**src/hdl/smpq_pkg.sv**
```systemverilog
// Shared types and constants for the sorted min-priority queue.
// Used by the channel interfaces, the queue cell and the top level.
// No dependencies.
package smpq_pkg;

  // Number of cells in the chain (2 to 31, the most the 5-bit count field holds)
  localparam int DEPTH = 16;
  // Internal fill counter width, able to hold DEPTH itself
  localparam int CNT_W = $clog2(DEPTH + 1);
  // Width of the reported count field
  localparam int COUNT_W = 5;
  localparam int VALUE_W = 32;

  // Operation codes
  localparam logic OP_PUSH = 1'b0;
  localparam logic OP_POP  = 1'b1;

  // Status codes
  localparam logic [1:0] ST_OK    = 2'd0;
  localparam logic [1:0] ST_FULL  = 2'd1;
  localparam logic [1:0] ST_EMPTY = 2'd2;

  // Value reported when nothing was removed or the queue is empty
  localparam logic signed [VALUE_W-1:0] NONE_VALUE = '1;

  // Operation broadcast to every cell
  typedef struct packed {
    logic push;
    logic pop;
  } cell_cmd_t;

  // What a cell shows its neighbors
  typedef struct packed {
    logic                      valid;
    logic                      gt;     // valid and stored value > key
    logic signed [VALUE_W-1:0] value;
  } cell_link_t;

  // Next-cycle contents of a cell
  typedef struct packed {
    logic                      valid;
    logic signed [VALUE_W-1:0] value;
  } cell_entry_t;

endpackage

```
**src/hdl/smpq_in_if.sv**
```systemverilog
// Request channel of the priority queue: opcode and value.
// Depends on smpq_pkg.
interface smpq_in_if;
  logic                                     valid;
  logic                                     ready;
  logic                                     opcode;
  logic signed [smpq_pkg::VALUE_W-1:0]      value;

  modport source (output valid, opcode, value, input ready);
  modport sink   (input valid, opcode, value, output ready);
endinterface

```
**src/hdl/smpq_out_if.sv**
```systemverilog
// Response channel of the priority queue: removed value, top, count, status.
// Depends on smpq_pkg.
interface smpq_out_if;
  logic                                     valid;
  logic                                     ready;
  logic signed [smpq_pkg::VALUE_W-1:0]      removed_value;
  logic signed [smpq_pkg::VALUE_W-1:0]      top_value;
  logic        [smpq_pkg::COUNT_W-1:0]      count;
  logic        [1:0]                        status;

  modport source (output valid, removed_value, top_value, count, status, input ready);
  modport sink   (input valid, removed_value, top_value, count, status, output ready);
endinterface

```
**src/hdl/smpq_cell.sv**
```systemverilog
// One cell of the sorted queue chain: holds one value and its valid bit.
// Decides its next contents from the key and its two neighbors.
// Depends on smpq_pkg.
module smpq_cell (
  input  logic                                 clk,
  input  logic                                 rst,
  input  smpq_pkg::cell_cmd_t                  cmd,
  input  logic signed [smpq_pkg::VALUE_W-1:0]  key,
  input  smpq_pkg::cell_link_t                 left,
  input  smpq_pkg::cell_link_t                 right,
  output smpq_pkg::cell_link_t                 link,
  output smpq_pkg::cell_entry_t                nxt
);

  logic                                valid;
  logic signed [smpq_pkg::VALUE_W-1:0] value;
  logic                                valid_next;
  logic signed [smpq_pkg::VALUE_W-1:0] value_next;
  logic                                take;

  // Compare against the key; equal values stay ahead of the new one
  assign link.valid = valid;
  assign link.gt    = valid && (value > key);
  assign link.value = value;

  // Push: an occupied cell above the key, or the first free cell, takes
  // either the left neighbor's value (shift up) or the key itself.
  // Pop: every cell takes its right neighbor.
  always_comb begin
    valid_next = valid;
    value_next = value;
    take       = valid ? link.gt : left.valid;
    if (cmd.pop) begin
      valid_next = right.valid;
      value_next = right.value;
    end else if (cmd.push && take) begin
      valid_next = 1'b1;
      value_next = left.gt ? left.value : key;
    end
  end

  assign nxt.valid = valid_next;
  assign nxt.value = value_next;

  // Valid bit is control, value is payload
  always_ff @(posedge clk) begin
    if (rst) begin
      valid <= 1'b0;
    end else begin
      valid <= valid_next;
    end
  end

  always_ff @(posedge clk) begin
    value <= value_next;
  end

endmodule

```
**src/hdl/sorted_min_priority_queue.sv**
```systemverilog
// Top level of the sorted min-priority queue: a chain of smpq_cell instances,
// a fill counter and a registered response stage.
// Depends on smpq_pkg, smpq_in_if, smpq_out_if and smpq_cell.
//
//   channel  direction  payload                                   transfer
//   -------  ---------  ----------------------------------------  ------------------
//   req      in         opcode, value                             valid && ready
//   rsp      out        removed_value, top_value, count, status   valid && ready
//
// One request per cycle while req.ready is high; the response shows in the cycle after its request.
// All cells update together: each compares the key with its own value and takes
// a neighbor's value or the key, so the chain length does not set the rate.
// req.ready drops only while a response waits and rsp.ready is low.
// Synchronous reset empties the queue at once; no clearing pass.
module sorted_min_priority_queue (
  input  logic        clk,
  input  logic        rst,
  smpq_in_if.sink     req,
  smpq_out_if.source  rsp
);

  smpq_pkg::cell_cmd_t   cmd;
  smpq_pkg::cell_link_t  links [smpq_pkg::DEPTH];
  smpq_pkg::cell_link_t  lefts [smpq_pkg::DEPTH];
  smpq_pkg::cell_link_t  rights[smpq_pkg::DEPTH];
  smpq_pkg::cell_entry_t nexts [smpq_pkg::DEPTH];

  logic                                 accept;
  logic                                 empty;
  logic                                 full;
  logic [smpq_pkg::CNT_W-1:0]           cnt;
  logic [smpq_pkg::CNT_W-1:0]           cnt_next;

  logic                                 rsp_valid;
  logic signed [smpq_pkg::VALUE_W-1:0]  removed_value;
  logic signed [smpq_pkg::VALUE_W-1:0]  top_value;
  logic [smpq_pkg::COUNT_W-1:0]         count;
  logic [1:0]                           status;
  logic signed [smpq_pkg::VALUE_W-1:0]  removed_value_next;
  logic signed [smpq_pkg::VALUE_W-1:0]  top_value_next;
  logic [1:0]                           status_next;

  // Response register frees up when it is empty or being taken
  assign req.ready = !rsp_valid || rsp.ready;
  assign accept    = req.valid && req.ready;

  assign empty = !links[0].valid;
  assign full  = links[smpq_pkg::DEPTH-1].valid;

  // Broadcast command; dropped operations leave the chain alone
  assign cmd.push = accept && (req.opcode == smpq_pkg::OP_PUSH) && !full;
  assign cmd.pop  = accept && (req.opcode == smpq_pkg::OP_POP) && !empty;

  // Chain ends: the head sees an occupied left neighbor not above the key, the tail shifts in nothing
  generate
    for (genvar i = 0; i < smpq_pkg::DEPTH; i++) begin : g_cell
      if (i == 0) begin : g_head
        assign lefts[i] = '{valid: 1'b1, gt: 1'b0, value: '0};
      end else begin : g_mid_l
        assign lefts[i] = links[i-1];
      end
      if (i == smpq_pkg::DEPTH - 1) begin : g_tail
        assign rights[i] = '{valid: 1'b0, gt: 1'b0, value: '0};
      end else begin : g_mid_r
        assign rights[i] = links[i+1];
      end

      smpq_cell u_cell (
        .clk   (clk),
        .rst   (rst),
        .cmd   (cmd),
        .key   (req.value),
        .left  (lefts[i]),
        .right (rights[i]),
        .link  (links[i]),
        .nxt   (nexts[i])
      );
    end
  endgenerate

  // Fill count and response fields
  always_comb begin
    cnt_next           = cnt;
    removed_value_next = smpq_pkg::NONE_VALUE;
    status_next        = smpq_pkg::ST_OK;
    if (req.opcode == smpq_pkg::OP_PUSH) begin
      if (full) begin
        status_next = smpq_pkg::ST_FULL;
      end else begin
        cnt_next = cnt + 1'b1;
      end
    end else begin
      if (empty) begin
        status_next = smpq_pkg::ST_EMPTY;
      end else begin
        removed_value_next = links[0].value;
        cnt_next           = cnt - 1'b1;
      end
    end
    top_value_next = nexts[0].valid ? nexts[0].value : smpq_pkg::NONE_VALUE;
  end

  always_ff @(posedge clk) begin
    if (rst) begin
      cnt       <= '0;
      rsp_valid <= 1'b0;
    end else begin
      if (accept) begin
        cnt       <= cnt_next;
        rsp_valid <= 1'b1;
      end else if (rsp.ready) begin
        rsp_valid <= 1'b0;
      end
    end
  end

  // Response payload
  always_ff @(posedge clk) begin
    if (accept) begin
      removed_value <= removed_value_next;
      top_value     <= top_value_next;
      count         <= smpq_pkg::COUNT_W'(cnt_next);
      status        <= status_next;
    end
  end

  assign rsp.valid         = rsp_valid;
  assign rsp.removed_value = removed_value;
  assign rsp.top_value     = top_value;
  assign rsp.count         = count;
  assign rsp.status        = status;

endmodule
```
**src/flat_wrapper.sv**
```systemverilog
// flat-port wrapper written by rule: the top's interface ports become plain ports
module sorted_min_priority_queue_flat 
  (clk, rst, req_valid, req_opcode, req_value, req_ready, rsp_valid, rsp_removed_value, rsp_top_value, rsp_count, rsp_status, rsp_ready);
  smpq_in_if req_i ();
  smpq_out_if rsp_i ();
  input  logic clk;
  input  logic rst;
  input wire logic [$bits(req_i.valid)-1:0] req_valid;
  input wire logic [$bits(req_i.opcode)-1:0] req_opcode;
  input wire logic [$bits(req_i.value)-1:0] req_value;
  output wire logic [$bits(req_i.ready)-1:0] req_ready;
  output wire logic [$bits(rsp_i.valid)-1:0] rsp_valid;
  output wire logic [$bits(rsp_i.removed_value)-1:0] rsp_removed_value;
  output wire logic [$bits(rsp_i.top_value)-1:0] rsp_top_value;
  output wire logic [$bits(rsp_i.count)-1:0] rsp_count;
  output wire logic [$bits(rsp_i.status)-1:0] rsp_status;
  input wire logic [$bits(rsp_i.ready)-1:0] rsp_ready;
  assign req_i.valid = req_valid;
  assign req_i.opcode = req_opcode;
  assign req_i.value = req_value;
  assign req_ready = req_i.ready;
  assign rsp_valid = rsp_i.valid;
  assign rsp_removed_value = rsp_i.removed_value;
  assign rsp_top_value = rsp_i.top_value;
  assign rsp_count = rsp_i.count;
  assign rsp_status = rsp_i.status;
  assign rsp_i.ready = rsp_ready;
  sorted_min_priority_queue u_core (.clk(clk), .rst(rst), .req(req_i), .rsp(rsp_i));
endmodule
```
**config.mk**
```make
export PLATFORM = sky130hd
export DESIGN_NAME = sorted_min_priority_queue_flat
export DESIGN_NICKNAME = d
export VERILOG_FILES = /design/src/hdl/smpq_pkg.sv /design/src/hdl/smpq_in_if.sv /design/src/hdl/smpq_out_if.sv /design/src/hdl/smpq_cell.sv /design/src/hdl/sorted_min_priority_queue.sv /design/src/flat_wrapper.sv
export SDC_FILE = /design/constraint.sdc
export NUM_CORES = 2
export LEC_CHECK = 0
export BUFFER_PORTS_ARGS = -buffer_cell sky130_fd_sc_hd__clkbuf_2
export CAP_MARGIN = 20
export CORE_MARGIN = 2
export CORE_UTILIZATION = 69
export DETAILED_ROUTE_END_ITERATION = 7
export GPL_TIMING_DRIVEN = 1
export PLACE_DENSITY = 0.87
export SLEW_MARGIN = 20
export SYNTH_ARGS = -nofsm -noshare
export SYNTH_HDL_FRONTEND = slang
export SYNTH_SLANG_ARGS = --single-unit
```
**constraint.sdc**
```tcl
create_clock -name clk -period 9.5 [get_ports clk]
set_clock_uncertainty 0.2 [all_clocks]
set_input_delay 0.475 -clock clk [delete_from_list [all_inputs] [get_ports clk]]
set_output_delay 0.475 -clock clk [all_outputs]
set_load 0.005 [all_outputs]
```
==> flow_metrics.env <==
export IMPL_antenna_found_initial=4
export IMPL_grt_busiest_layer="met2"
export IMPL_ios=110
export IMPL_ys_ff_latch=605
export IMPL_grt_use_total=0.360
export IMPL_finalMaxSlewViolations=0
export IMPL_final_area_um2=43500
export IMPL_hold_buffers=2
export IMPL_relSlewSlack=0.201
export IMPL_io_buffers=109
export IMPL_postCtsSetupBuffers=0
export IMPL_hpwl_um=77200
export IMPL_drt_iter0_markers=3937
export IMPL_avgSynthCellArea_um2=10.2
export IMPL_critPathKind="primary input to flip-flop"
export IMPL_cpMaxStageDelayCell="and3_2"
export IMPL_dr_pass1_iters=6
export IMPL_hold_slack_ns=0.108
export IMPL_cp_start_kind="primary input"
export IMPL_globalRouteMet3Util=0.0443
export IMPL_die_h_um=245
export IMPL_critPathMaxStageDelay_ns=0.87
export IMPL_p_seq_frac=0.460
export IMPL_syn2layout_area_growth_pct=8.57
export IMPL_vias=32400
export IMPL_pwr_share_comb=0.171
export IMPL_drive_gt1_frac=0.0886
export IMPL_setup_tns_ns=0
export IMPL_cts_root_to_sink_buffers=3
export IMPL_power_density_nw_per_um2=166
export IMPL_p_leak_uw=0.0182
export IMPL_nets=4440
export IMPL_remaining_drc_errors=0
export IMPL_status="complete, no violations"
export IMPL_end_kind="flip-flop"
export IMPL_clk_pin_slew_ns=0.06
export IMPL_n_fill_cell=3610
export IMPL_swShare=0.283
export IMPL_min_period_over_period=0.561
export IMPL_p_sw_uw=2040
export IMPL_htreeDepth=3
export IMPL_routed_wl_um=110000
export IMPL_totalPowerFinal_uw=7210
export IMPL_ir_drop_v=0.000157
export IMPL_yosysWarnings=0
export IMPL_grtUsageMet2=0.579
export IMPL_syn_nets=4443
export IMPL_cap_violations=0
export IMPL_ys_types=60
export IMPL_crit_family="simple AND/OR/NAND/NOR gates"
export IMPL_rsz0062_at_grt="no"
export IMPL_cts_tree="built"
export IMPL_p_clk_frac=0.369
export IMPL_setup_viol=0
export IMPL_path_max_fanout=34
export IMPL_grt_pass1_wl_um=171000
export IMPL_cp_data_required_time_ns=9.59
export IMPL_first_global_vias=31500
export IMPL_clock_latency_ns=0.61
export IMPL_worst_path_buf_inv=3
export IMPL_power_internal_uw=5170
export IMPL_arrival_ns=5.42
export IMPL_max_freq_mhz=188
export IMPL_ant_nets=0
export IMPL_period_minus_slack_ns=5.33
export IMPL_core_area_um2=57600
export IMPL_start_util=0.696
export IMPL_die_area_um2=60000
export IMPL_grt_use_met1=0.478
export IMPL_grt_max_degree=275
export IMPL_overflow=0
export IMPL_synthesis_area_um2=40100
export IMPL_synth_edf_count=519
export IMPL_worstHoldPathType="primary input to flip-flop"
export IMPL_ctsResizeCount=0
export IMPL_hold_viol=0
export IMPL_vias_per_cell=6.82
export IMPL_clockRootBuffer="clkbuf_16"
export IMPL_place_area_um2=41300
export IMPL_wl_per_cell_um=23.2
export IMPL_cts_sinks=605
export IMPL_ys_seq_area_frac=0.432
export IMPL_die_w_um=245
export IMPL_dominantRegCellSynth="edfxtp_1"
export IMPL_place_congestion=1.01
export IMPL_cts_buffers=67
export IMPL_async_flop_share=0
export IMPL_rows=88
export IMPL_worst_pin_slew_ns=1.20
export IMPL_worstPathCellList="clkbuf_2, inv_1, ha_1, and4_1, nand3_1, nor4_1, o31ai_1, a31oi_1, and3_2, a21oi_1, o21ai_2, buf_4"
export IMPL_synth_cells=3924
-- Yosys cell counts (7+ instances only) --
cell / number / share of area
buf_4: 9 / 0.0017
nor2_1: 160 / 0.015
buf_2: 50 / 0.0062
and4_1: 32 / 0.0070
nor3_1: 16 / 0.0020
ha_1: 482 / 0.15
inv_1: 82 / 0.0077
buf_6: 7 / 0.0020
o31ai_1: 15 / 0.0028
a21oi_1: 346 / 0.043
nand3_1: 61 / 0.0076
a21boi_0: 12 / 0.0022
a211oi_1: 45 / 0.0084
nand2b_1: 13 / 0.0020
nand4_1: 83 / 0.013
o211ai_1: 13 / 0.0024
o21ai_1: 125 / 0.016
a21o_1: 49 / 0.0092
edfxtp_1: 519 / 0.39
nor2b_1: 25 / 0.0039
o21ai_0: 360 / 0.045
mux2i_1: 508 / 0.13
or4_1: 9 / 0.0017
dfxtp_1: 86 / 0.043
a31oi_1: 13 / 0.0020
clkbuf_1: 184 / 0.017
nor4_1: 21 / 0.0033
o221ai_1: 8 / 0.0017
and3_1: 7 / 0.0011
nand2_1: 479 / 0.045
or2_2: 31 / 0.0048
a221oi_1: 14 / 0.0031
-- power by group through the flow --
stage | logic [µW] | clock network [µW] | registers (µW)
6_report | 1230 | 2660 | 3310
5_1_grt | 1360 | 2770 | 3330
4_1_cts | 1200 | 2670 | 3300
3_5_place_dp | 1180 | 0 | 3350
3_3_place_gp | 1120 | 0 | 3340
2_1_floorplan | 854 | 0 | 3280
-- cell families after synthesis --
kind of cell / Yosys count / share of synthesized area
flops: 605 / 0.432
xor+xnor: 6 / 0.00131
buf+inv: 333 / 0.0349
fa+ha+maj: 482 / 0.150
mux: 509 / 0.127
compound gates: 1040 / 0.145
simple gates: 949 / 0.109
-- cell usage in the layout, fill, tap and decap left out, types with 13 or more instances in the layout --
cell and n:
edfxtp_1 519, mux2i_1 507, ha_1 482, nand2_1 478, o21ai_0 348, a21oi_1 346
nor2_1 148, o21ai_1 123, clkbuf_2 109, dfxtp_1 86, nand4_1 83, inv_1 82
clkbuf_16 71, buf_4 64, nand3_1 60, a21o_1 48, a211oi_1 45, and4_1 32
or2_2 31, nor2b_1 25, nor4_1 21, nor3_1 15, o31ai_1 15, a221oi_1 14
clkbuf_1 14, nand2b_1 13, o211ai_1 13, a31oi_1 13
-- routing by layer --
layer | vias to the layer above | share of wire
li1 | 14800 | -
met5 | - | 0
met2 | 2023 | 0.46
met4 | 0 | 0.055
met1 | 15200 | 0.39
met3 | 355 | 0.094
-- sequential cells by signal, summed over array words and instances (netlist names) --
register / flops
u_core.rsp.top_value: 32
u_core.rsp.removed_value: 32
u_core.rsp.status: 2
u_core.g_cell.u_cell.valid: 16
u_core.g_cell.u_cell.value: 512
u_core.rsp.valid: 1
u_core.cnt: 5
u_core.rsp.count: 5
-- through the flow --
| step | utilization | instances | worst slack [ns] |
|---|---|---|---|
| 6_report | 0.756 | 4743 | 4.17 |
| 3_5_place_dp | 0.717 | 4615 | 3.75 |
| 2_1_floorplan | - | 3924 | 2.89 |
| 3_3_place_gp | 0.716 | 4614 | 3.85 |
| 5_1_grt | 0.756 | 4743 | 4.03 |
| 4_1_cts | 0.755 | 4739 | 4.34 |
-- final timing paths --
| path | start | slack [ns] | cells after the start | to |
|---|---|---|---|---|
| worst min register to register | u_core.g_cell[15].u_cell.value[12] | 0.32 | 2 | u_core.g_cell[14].u_cell.value[12] |
| worst max-delay path | req_value[25] | 4.17 | 12 | u_core.g_cell[9].u_cell.value[5] |
| worst min-delay path | req_opcode | 0.11 | 2 | u_core.rsp.removed_value[0] |
| worst max register to register | u_core.g_cell[10].u_cell.value[9] | 4.58 | 11 | u_core.g_cell[10].u_cell.value[22] |
-- area by class of cell --
cell class	instances	area [µm²]	share of cell area
Clock buffer	96	1980	0.0455
Clock inverter	26	234	0.00538
Sequential cell	605	17300	0.398
Inverter	83	312	0.00716
Timing Repair Buffer	178	1110	0.0256
Antenna cell	4	10.0	0.000230
Tap cell	765	957	0.0220
Multi-Input combinational cell	2986	21600	0.496
Power figures use the tool's default switching activity.
